===== config.mk =====
export PLATFORM = sky130hd
export DESIGN_NAME = crsq_ctrl
export DESIGN_NICKNAME = d
export VERILOG_FILES = /design/src/rtl/crsq_pkg.sv /design/src/rtl/crsq_ctrl.sv
export SDC_FILE = /design/constraint.sdc
export NUM_CORES = 1
export LEC_CHECK = 0
export BUFFER_PORTS_ARGS = -buffer_cell sky130_fd_sc_hd__buf_4
export CAP_MARGIN = 40
export CORE_AREA = 2 2 39 41
export CTS_BUF_LIST = sky130_fd_sc_hd__clkbuf_4 sky130_fd_sc_hd__clkbuf_8
export DETAILED_ROUTE_END_ITERATION = 8
export DIE_AREA = 0 0 41 43
export GPL_ROUTABILITY_DRIVEN = 0
export PLACE_DENSITY_LB_ADDON = 0.2
export SETUP_SLACK_MARGIN = 0.2
export SLEW_MARGIN = 20
export SYNTH_ARGS = -nofsm -noshare
export SYNTH_HDL_FRONTEND = slang
export SYNTH_SLANG_ARGS = --single-unit

===== constraint.sdc =====
create_clock -name clk -period 1.7 [get_ports clk]
set_clock_uncertainty 0.15 [all_clocks]
set_input_delay 0.085 -clock clk [delete_from_list [all_inputs] [get_ports clk]]
set_output_delay 0.085 -clock clk [all_outputs]
set_load 0.01 [all_outputs]

===== src/rtl/crsq_pkg.sv =====
`default_nettype none
// ----------------------------------------------------------------------------
// crsq_pkg: shared types and constants for the column run range query block
// Holds field widths, operation and register codes, the controller state
// type and the command/status bundles passed between controller and datapath.
// ----------------------------------------------------------------------------
package crsq_pkg;

  localparam int DIM_W   = 9;                   // config / row number width
  localparam int DIM_MAX = (1 << DIM_W) - 1;
  localparam int LROW_W  = DIM_W + 1;           // load row can reach rows+1
  localparam int VAL_W   = 32;
  localparam int RUN_W   = 9;

  localparam int DEF_MAX_ROWS = 256;
  localparam int DEF_MAX_COLS = 256;

  // operation codes
  localparam logic OP_LOAD  = 1'b0;
  localparam logic OP_QUERY = 1'b1;

  // configuration register indexes
  localparam logic REG_NUM_ROWS = 1'b0;
  localparam logic REG_NUM_COLS = 1'b1;

  typedef enum logic [2:0] {
    S_IDLE,
    S_DECODE,
    S_LD_WR,
    S_SCAN,
    S_DRAIN,
    S_RESULT
  } state_t;

  typedef struct packed {
    logic cap;       // capture accepted input word
    logic ld_wr;     // write run and previous-row entry, advance position
    logic q_start;   // clear scan column and found flag
    logic q_step;    // read both rows at scan column, advance
    logic res_load;  // load result register
  } cmd_t;

  typedef struct packed {
    logic is_query;
    logic ld_skip;   // grid already full
    logic q_bad;     // query range invalid
    logic scan_last; // scan column is the last column in use
    logic out_free;  // result register can take a new word
  } sts_t;

endpackage

`default_nettype wire


===== src/rtl/crsq_ctrl.sv =====
`default_nettype none
// ----------------------------------------------------------------------------
// crsq_ctrl: sequencer for loads and row range queries
// Accepts one word at a time and steps the datapath through the load
// read/write pair or the column scan, then hands the result over.
// ----------------------------------------------------------------------------
module crsq_ctrl
  import crsq_pkg::*;
(
  input  wire logic clk,
  input  wire logic rst_n,
  input  wire logic in_valid,
  output      logic in_stall,
  input  wire sts_t sts,
  output      cmd_t cmd
);

  state_t state_r, state_nxt;

  always_ff @(posedge clk) begin
    if (!rst_n) begin
      state_r <= S_IDLE;
    end else begin
      state_r <= state_nxt;
    end
  end

  always_comb begin
    state_nxt = state_r;
    cmd       = '0;
    in_stall  = 1'b1;
    unique case (state_r)
      S_IDLE: begin
        in_stall = 1'b0;
        if (in_valid) begin
          cmd.cap   = 1'b1;
          state_nxt = S_DECODE;
        end
      end
      S_DECODE: begin
        // previous-row memory is read at the load column this cycle
        if (!sts.is_query) begin
          if (sts.ld_skip) begin
            state_nxt = S_IDLE;
          end else begin
            state_nxt = S_LD_WR;
          end
        end else if (sts.q_bad) begin
          state_nxt = S_RESULT;
        end else begin
          cmd.q_start = 1'b1;
          state_nxt   = S_SCAN;
        end
      end
      S_LD_WR: begin
        cmd.ld_wr = 1'b1;
        state_nxt = S_IDLE;
      end
      S_SCAN: begin
        cmd.q_step = 1'b1;
        if (sts.scan_last) begin
          state_nxt = S_DRAIN;
        end
      end
      S_DRAIN: begin
        // last compare lands this cycle
        state_nxt = S_RESULT;
      end
      S_RESULT: begin
        if (sts.out_free) begin
          cmd.res_load = 1'b1;
          state_nxt    = S_IDLE;
        end
      end
      default: begin
        state_nxt = S_IDLE;
      end
    endcase
  end

endmodule

`default_nettype wire


==> results of run 1 <==
==> metal layers <==
metal	vias up	track usage	routed length [microns]
met5	-	0	0
met4	0	0.06000	17
met3	2	0.01571	38
met2	10	0.1219	303
met1	132	0.1314	315
li1	142	-	-
==> synthesized netlist by cell type, drive strengths merged <==
cell type  n
nor2       2
and3b      1
inv        3
nand4b     1
a2111oi    1
nor4       1
a211oi     2
nor4b      1
a32o       1
buf        1
a21o       1
dfxtp      3
or3        1
nand2      1
nor2b      1
nand2b     2
and4bb     1
nor3b      1
and3       1
a21oi      1
and4b      1
==> cell families (layout without fill, tap and decap cells) <==
family,count (synthesis),after routing,synth area share
flops,3,3,0.2308
compound gates,6,6,0.2211
simple gates,15,15,0.4616
buf+inv,4,22,0.08653
==> area by class of cell <==
| cell class | instances | area, sq um | area share |
|---|---|---|---|
| repair buffers | 15 | 115.1 | 0.2706 |
| clock buffers | 4 | 30.03 | 0.07059 |
| flip-flops and latches | 3 | 66.31 | 0.1559 |
| inverters | 3 | 11.26 | 0.02647 |
| multi-input cells | 21 | 182.7 | 0.4294 |
| well taps | 16 | 20.02 | 0.04706 |
==> worst max-delay path by stage <==
stage / from / to / cells after the start
global route: state_r[1]$_SDFFE_PN0P_ / cmd[4] / 3
floorplan: state_r[2]$_SDFFE_PN0P_ / state_r[1]$_SDFFE_PN0P_ / 3
detailed placement: state_r[2]$_SDFFE_PN0P_ / state_r[0]$_SDFFE_PN0P_ / 3
CTS: state_r[2]$_SDFFE_PN0P_ / state_r[0]$_SDFFE_PN0P_ / 3
finish: state_r[0]$_SDFFE_PN0P_ / cmd[4] / 3
global placement: state_r[2]$_SDFFE_PN0P_ / state_r[0]$_SDFFE_PN0P_ / 3
==> power by group through the flow <==
stage / Combinational [mW] / Sequential (mW) / Clock [mW]
3_5_place_dp: 0.123 / 0.111 / 0
5_1_grt: 0.147 / 0.119 / 0.155
2_1_floorplan: 0.0910 / 0.0957 / 0
6_report: 0.136 / 0.114 / 0.141
3_3_place_gp: 0.123 / 0.110 / 0
4_1_cts: 0.126 / 0.112 / 0.145
==> worst register-to-register path, cell delays in order, from the launching register on <==
cell      delay (ps)
dfxtp_2          430
and3b_1          230
a211oi_2         330
a211oi_1         130
==> metrics by stage <==
step	total power, mW	hold slack [ps]	instance area [sq um]
2_1_floorplan	0.1866	89.82	260.3
3_3_place_gp	0.2331	207.4	366.6
3_5_place_dp	0.2348	205.7	366.6
4_1_cts	0.3834	61.48	409.1
5_1_grt	0.4215	79.01	425.4
6_report	0.3908	52.63	425.4
==> what timing repair did <==
| action | in CTS | in global routing |
|---|---|---|
| hold endpoints to repair | 1 | 0 |
| pin swaps | 0 | 1 |
| resized for setup | 2 | 3 |
| buffers inserted | 0 | 1 |
| hold buffers | 1 | 0 |
| setup endpoints to repair | 1 | 5 |
==> flow_metrics.tcl, run 1 <==
set metrics [dict create \
    grt_pass1_vias 245 \
    cp-end-kind "output port" \
    synth_nets 36 \
    path_class "flop to output port" \
    irDropWorstVdd_uv 317.9 \
    drt_wl_total_microns 675 \
    p_sw_frac 0.3045 \
    stdcell_count 62 \
    reg_top3 "state_r (3)" \
    fillers 141 \
    p_sw_mw 0.1190 \
    fin_util 0.3074 \
    syn_area_sq_um 260.3 \
    p_per_area_nw_per_um2 918.5 \
    ys_warn_count 0 \
    std_cell_rows 14 \
    viasPerCell 4.613 \
    hold_end "state_r[1]$_SDFFE_PN0P_" \
    antenna_cells 0 \
    comb_power_share 0.347 \
    core_region_area_sq_um 1384 \
    hp-start "sts[3]" \
    drc 0 \
    max_stage_delay_ps 380 \
    final_cell_mix "14 x buf_4, 4 x clkbuf_4, 3 x inv_1" \
    max-clock-path-buffers 2 \
    top_register "state_r" \
    crit_arrival_ps 1200 \
    cts_tree "built" \
    max_freq_mhz 697.2 \
    yosysTopAreaCellShare 0.2308 \
    syn_avg_cell_area_sq_um 9.295 \
    dp.cells 56 \
    fin_ws_ps 265.7 \
    hold_path.class "primary input to flop" \
    area_growth_pct 63.46 \
    layout-drive-gt1-share 0.5435 \
    largest_register_ffs 3 \
    power_frac_seq 0.292 \
    clock_latency_ps 230 \
    num_vias 286 \
    grt_max_degree 12 \
    crit_path_cell_trace "or3_4 -> nor2_1 -> buf_4" \
    grtUsageTotal 0.09228 \
    initial_core_util 0.1881 \
    leakagePower_nw 0.2032 \
    syn_inst 28 \
    crit_buf_inv 1 \
    synthTopCellsByArea "dfxtp_1 23%, nor4_4 8.2%, a2111oi_2 5.8%" \
    io_pins 14 \
    r2r_cells 3 \
    ys_types 22 \
    crit_required_ps 1460 \
    ys_ff_latch 3 \
    slew_violations 0 \
    fin_crit_ps 1434 \
    max-slew-margin-rel 0.8033 \
    antenna_found_initial 0 \
    finalNetCount 55 \
    reg2reg_slack_ps 310 \
    grt_pass1_wl_microns 1090 \
    mostFrequentLayoutCell "buf_4" \
    grt_overflow 0 \
    path_clk_slew_ps 40 \
    dp_slack_ps 218.4 \
    fin_tns_setup_ps 0 \
    rsz0062_at_grt "false" \
    internal_power_mw 0.2718 \
    die_w_microns 41 \
    die_area_sq_um 1763 \
    worstMarginPinSlew_ps 294.5 \
    numClockSinks 3 \
    outcome "complete, no violations" \
    wl_per_cell_microns 10.89 \
    r2r_start "state_r[2]$_SDFFE_PN0P_" \
    yosysSeqAreaShare 0.2308 \
    dr.first_iter.drc_count 5 \
    critical_path.top_delay_family "simple AND/OR/NAND/NOR gates" \
    path_max_fanout 11 \
    synth_top_area_cell "dfxtp_1" \
    worstSetupStartpointType "flop" \
    clkPwrFrac 0.361 \
    timing.final.hold_violations 0 \
    slowest_stage "or3_4" \
    die_y_microns 43 \
    htree_levels 1 \
    numPortBuffers 13 \
    maxCapViolCount 0 \
    cts_inserted_buffers 3 \
    reg2reg_to "state_r[0]$_SDFFE_PN0P_" \
    hold-path-cell-count 4 \
    setup_viol 0 \
    fin_crit_sh 0.8437 \
    root_buffer "clkbuf_4" \
    firstDrtPassIters 4 \
    detail-route-antenna-nets 0 \
]
Power figures use the tool's default switching activity.
==> inputs of run 2 (changes only) <==
==> constraint.sdc (replaced) <==
create_clock -name clk -period 1.3 [get_ports clk]
set_clock_uncertainty 0.15 [all_clocks]
set_input_delay 0.065 -clock clk [delete_from_list [all_inputs] [get_ports clk]]
set_output_delay 0.065 -clock clk [all_outputs]
set_load 0.01 [all_outputs]
==> run 2 against run 1 <==
The flow now finishes with violations (negative setup slack). Power increased by 57%. Clock power increased by 31%. Sequential share of layout area decreased by 2.6 points. Setup slack got worse by 460 ps. Sequential cell count unchanged. First-iteration DRC count decreased by 40%. Register-to-register slack got worse by 480 ps. Final area increased by 29%. Non-clock buffer count increased by 12. Critical endpoint unchanged. Highest routed layer is now met3.
==> flow_metrics.tcl, run 2 (synthesized netlist as in run 1, its figures left out) <==
set metrics [dict create \
    grt.met3_usage 0.04712 \
    numClockSinks 3 \
    detail-route-antenna-nets 0 \
    met1_usage 0.1447 \
    path_class "flop to output port" \
    area_growth_pct 110.6 \
    clock_latency_ps 230 \
    comb_power_share 0.494 \
    cts_inserted_buffers 3 \
    p_sw_frac 0.3028 \
    reg_top3 "state_r (3)" \
    crit_path_cell_trace "buf_4 -> or3_4 -> nor2_2 -> buf_4" \
    wl_per_cell_microns 11.39 \
    num_vias 334 \
    finalNetCount 67 \
    cts_tree "built" \
    viasPerCell 4.514 \
    top_usage_layer "met2" \
    irDropWorstVdd_uv 417.6 \
    violations "negative setup slack" \
    cp_common_cell "buf_4" \
    antenna_found_initial 0 \
    grtUsageTotal 0.1245 \
    max_stage_delay_ps 360 \
    drt_wl_total_microns 843 \
    crit_required_ps 1090 \
    rsz0062_at_grt "true" \
    fin_util 0.3960 \
    hold_path.class "primary input to flop" \
    crit_arrival_ps 1270 \
    die_area_sq_um 1763 \
    final_cell_mix "25 x buf_4, 4 x clkbuf_4, 3 x inv_1, 3 x dfxtp_4, 2 x nand2b_1" \
    core_region_area_sq_um 1384 \
    leakagePower_nw 0.2731 \
    max_freq_mhz 671.2 \
    stdcell_count 74 \
    initial_core_util 0.1881 \
    layout-drive-gt1-share 0.7241 \
    max-clock-path-buffers 2 \
    internal_power_mw 0.4280 \
    top_register "state_r" \
    std_cell_rows 14 \
    maxCapViolCount 0 \
    power_frac_seq 0.206 \
    die_y_microns 43 \
    grt_overflow 0 \
    p_per_area_nw_per_um2 1120 \
    dp.cells 66 \
    slew_violations 0 \
    largest_register_ffs 3 \
    worstSetupStartpointType "flop" \
    firstDrtPassIters 2 \
    path_clk_slew_ps 40 \
    setup_viol 9 \
    timing.final.hold_violations 0 \
    fillers 148 \
    outcome "complete, but fails checks" \
    grtUsageMet2 0.2094 \
    max-slew-margin-rel 0.7926 \
    antenna_cells 0 \
    hpwl_microns 613.9 \
    numPortBuffers 13 \
    io_pins 14 \
    path_max_fanout 3 \
    grt_max_degree 8 \
    root_buffer "clkbuf_4" \
    die_w_microns 41 \
    drc 0 \
    p_sw_mw 0.1858 \
    dr.first_iter.drc_count 3 \
    crit_buf_inv 2 \
    htree_levels 1 \
    grt_pass1_wl_microns 1497 \
    p_total_mw 0.6138 \
    slowest_stage "or3_4" \
    cp-end-kind "output port" \
    fin_ws_ps -190.0 \
    mostFrequentLayoutCell "buf_4" \
    worstMarginPinSlew_ps 308.8 \
    critical_path.top_delay_family "simple AND/OR/NAND/NOR gates" \
    grt_pass1_vias 352 \
    fin_crit_sh 1.146 \
    clkPwrFrac 0.301 \
    fin_crit_ps 1490 \
]
run 2: changes by cell type in the layout (fill, tap and decap cells not counted), sizes merged:
cell / previous run / this run
buf: 14 / 26
run 2: repair_timing:
action	in CTS	in global routing
hold endpoints to repair	1	0
setup buffers	3	0
pin swaps	7	3
hold buffers	1	0
gates resized for setup	8	1
endpoints found under the setup margin	9	9
run 2: final cells by class:
| class | count | area [sq um] | share of cell area |
|---|---|---|---|
| clock buffer | 4 | 30.03 | 0.05479 |
| inverter | 3 | 11.26 | 0.02055 |
| multi-input combinational | 21 | 206.4 | 0.3767 |
| sequential | 3 | 71.32 | 0.1301 |
| tap | 16 | 20.02 | 0.03653 |
| timing repair buffer | 27 | 209.0 | 0.3813 |
run 2: per-layer routing:
layer  part of all wire  up-vias  routed length, microns
met5                  0        -                       0
met4                  0        0                       0
met3              0.064        0                      54
met2               0.54       12                     456
met1               0.39      157                     331
li1                   -      165                       -
run 2: worst paths after layout:
check | cells after the start | start | slack (ps) | end
setup reg to reg | 4 | state_r[1]$_SDFFE_PN0P_ | -170 | state_r[1]$_SDFFE_PN0P_
setup / recovery | 4 | state_r[1]$_SDFFE_PN0P_ | -190 | cmd[4]
hold / removal | 3 | rst_n | 3 | state_r[0]$_SDFFE_PN0P_
hold reg to reg | 3 | state_r[2]$_SDFFE_PN0P_ | 600 | state_r[1]$_SDFFE_PN0P_
run 2: power groups by stage:
stage	registers (mW)	clock network [mW]	logic (mW)
after floorplan	0.126	0	0.120
after global placement	0.135	0	0.232
after detailed placement	0.134	0	0.237
after CTS	0.127	0.187	0.304
after global routing	0.129	0.196	0.327
final	0.126	0.185	0.303
run 2: per-stage QoR:
step / setup TNS, ps / cell area (sq um) / setup WS [ps] / hold WS (ps)
6_report: -1058 / 548.0 / -190.0 / 2.949
3_3_place_gp: -36.97 / 450.4 / -23.00 / 183.4
5_1_grt: -1399 / 548.0 / -227.0 / 31.27
3_5_place_dp: -79.41 / 450.4 / -28.43 / 186.7
4_1_cts: -1102 / 545.5 / -216.3 / 2.358
2_1_floorplan: 0 / 269.0 / 6.162 / 68.94
run 2: worst min-delay path, stage by stage:
cell      delay [ps]
buf_4            110
inv_1            110
a211oi_2          60
==> inputs of run 3 (changes only) <==
--- a/config.mk
+++ b/config.mk
@@ -5,12 +5,12 @@
 export SDC_FILE = /design/constraint.sdc
 export NUM_CORES = 1
 export LEC_CHECK = 0
-export BUFFER_PORTS_ARGS = -buffer_cell sky130_fd_sc_hd__buf_4
 export CAP_MARGIN = 40
 export CORE_AREA = 2 2 39 41
 export CTS_BUF_LIST = sky130_fd_sc_hd__clkbuf_4 sky130_fd_sc_hd__clkbuf_8
 export DETAILED_ROUTE_END_ITERATION = 8
 export DIE_AREA = 0 0 41 43
+export DONT_BUFFER_PORTS = 1
 export GPL_ROUTABILITY_DRIVEN = 0
 export PLACE_DENSITY_LB_ADDON = 0.2
 export SETUP_SLACK_MARGIN = 0.2
==> run 3 against run 2 <==
The run ends with negative hold slack, negative setup slack left. Register-to-register slack gained 120 ps. Sequential power grew 9.5%. Count of clock-buffer cells in the layout is the same. Critical endpoint is now in_stall.
==> flow_metrics.tcl, run 3 (synthesized netlist as in run 1, its figures left out) <==
set metrics [dict create \
    p_sw_frac 0.3152 \
    fin_crit_sh 1.071 \
    max-slew-margin-rel 0.7903 \
    worstMarginPinSlew_ps 312.2 \
    p_per_area_nw_per_um2 1191 \
    max_freq_mhz 718.5 \
    wl_per_cell_microns 13.00 \
    num_vias 310 \
    setup_viol 7 \
    largest_register_ffs 3 \
    path_class "flop to output port" \
    viasPerCell 4.921 \
    cp_common_cell "buf_6" \
    crit_buf_inv 2 \
    comb_power_share 0.448 \
    rsz0062_at_grt "true" \
    slew_violations 0 \
    hold_slack_ps -51.03 \
    internal_power_mw 0.4050 \
    die_y_microns 43 \
    cts_tree "built" \
    mostFrequentLayoutCell "buf_6" \
    outcome "complete, but fails checks" \
    area_growth_pct 90.86 \
    grt_max_degree 10 \
    root_buffer "clkbuf_4" \
    drc 0 \
    timing.final.hold_violations 1 \
    grt_pass1_vias 291 \
    top_register "state_r" \
    detail-route-antenna-nets 0 \
    leakagePower_nw 0.2187 \
    path_max_fanout 5 \
    critical_path.top_delay_family "simple AND/OR/NAND/NOR gates" \
    cp-end-kind "output port" \
    grt_overflow 0 \
    finalNetCount 56 \
    cts_inserted_buffers 3 \
    worstSetupStartpointType "flop" \
    die_w_microns 41 \
    std_cell_rows 14 \
    crit_required_ps 1090 \
    p_total_mw 0.5915 \
    firstDrtPassIters 4 \
    layout-drive-gt1-share 0.6383 \
    clkPwrFrac 0.319 \
    drt_wl_total_microns 819 \
    dpl_cell_area_sq_um 352.8 \
    fin_crit_ps 1392 \
    hold_buffers 3 \
    max-clock-path-buffers 2 \
    fin_util 0.3590 \
    numClockSinks 3 \
    stdcell_count 63 \
    crit_path_cell_trace "buf_6 -> or3_4 -> buf_6" \
    path_clk_slew_ps 40 \
    fin_tns_setup_ps -322.8 \
    p_sw_mw 0.1864 \
    clock_latency_ps 240 \
    grt_pass1_wl_microns 1186 \
    hold_path.class "primary input to flop" \
    max_stage_delay_ps 350 \
    dp.cells 53 \
    initial_core_util 0.1881 \
    antenna_cells 0 \
    core_region_area_sq_um 1384 \
    die_area_sq_um 1763 \
    maxCapViolCount 0 \
    htree_levels 1 \
    irDropWorstVdd_uv 408.7 \
    grtUsageTotal 0.1012 \
    slowest_stage "or3_4" \
    io_pins 14 \
    violations "negative hold slack, negative setup slack" \
    dr.first_iter.drc_count 6 \
    dp_slack_ps -53.65 \
    fin_ws_ps -91.86 \
    crit_arrival_ps 1180 \
    numPortBuffers 0 \
    final_cell_mix "7 x buf_6, 6 x buf_4, 4 x clkbuf_4, 3 x inv_1, 3 x dlygate4sd3_1" \
    reg_top3 "state_r (3)" \
    stdcell_area_sq_um 496.7 \
    antenna_found_initial 0 \
    fillers 150 \
    power_frac_seq 0.232 \
    hpwl_microns 533.7 \
]
run 3: worst paths after layout:
kind                                 from                       to  slack, ps  depth (start not counted)
setup / recovery  state_r[0]$_SDFFE_PN0P_                 in_stall        -90                          3
hold / removal                     sts[3]  state_r[1]$_SDFFE_PN0P_        -50                          3
setup reg to reg  state_r[0]$_SDFFE_PN0P_  state_r[1]$_SDFFE_PN0P_        -50                          4
hold reg to reg   state_r[1]$_SDFFE_PN0P_  state_r[0]$_SDFFE_PN0P_        450                          2
run 3: cell type report:
type / count / area (sq um) / area share
Tap cell: 16 / 20.02 / 0.04030
Multi-Input combinational cell: 21 / 212.7 / 0.4282
Inverter: 3 / 11.26 / 0.02267
Timing Repair Buffer: 16 / 153.9 / 0.3098
Sequential cell: 3 / 68.82 / 0.1385
Clock buffer: 4 / 30.03 / 0.06045
run 3: layer usage:
metal | part of all wire | track usage | vias to the layer above | wire [microns]
met1 | 0.43 | 0.1246 | 153 | 351
met5 | 0 | 0 | - | 0
li1 | - | - | 144 | -
met2 | 0.52 | 0.1469 | 11 | 426
met4 | 0.0085 | 0.08000 | 0 | 7
met3 | 0.040 | 0.01571 | 2 | 33
run 3: worst reg2reg max path: cells and delay by family (launching register included):
kind | cells | cell delay [ps]
AOI/OAI and AO/OA | 2 | 390
DFF | 1 | 330
and+or+nand+nor | 1 | 220
buffers and inverters | 1 | 120
run 3: timing repair:
item | in CTS | in global routing
setup endpoints to repair | 9 | 9
cloned | 0 | 0
endpoints found under the hold margin | 3 | 1
buffers inserted | 1 | 2
resized for setup | 5 | 13
pin swaps | 2 | 3
run 3: power groups by stage:
stage                     clock (mW)  sequential, mW  combinational (mW)
after floorplan                    0           0.126               0.120
after global placement             0           0.136               0.180
after detailed placement           0           0.137               0.182
after CTS                      0.193           0.135               0.228
after global routing           0.201           0.140               0.286
final                          0.189           0.138               0.265
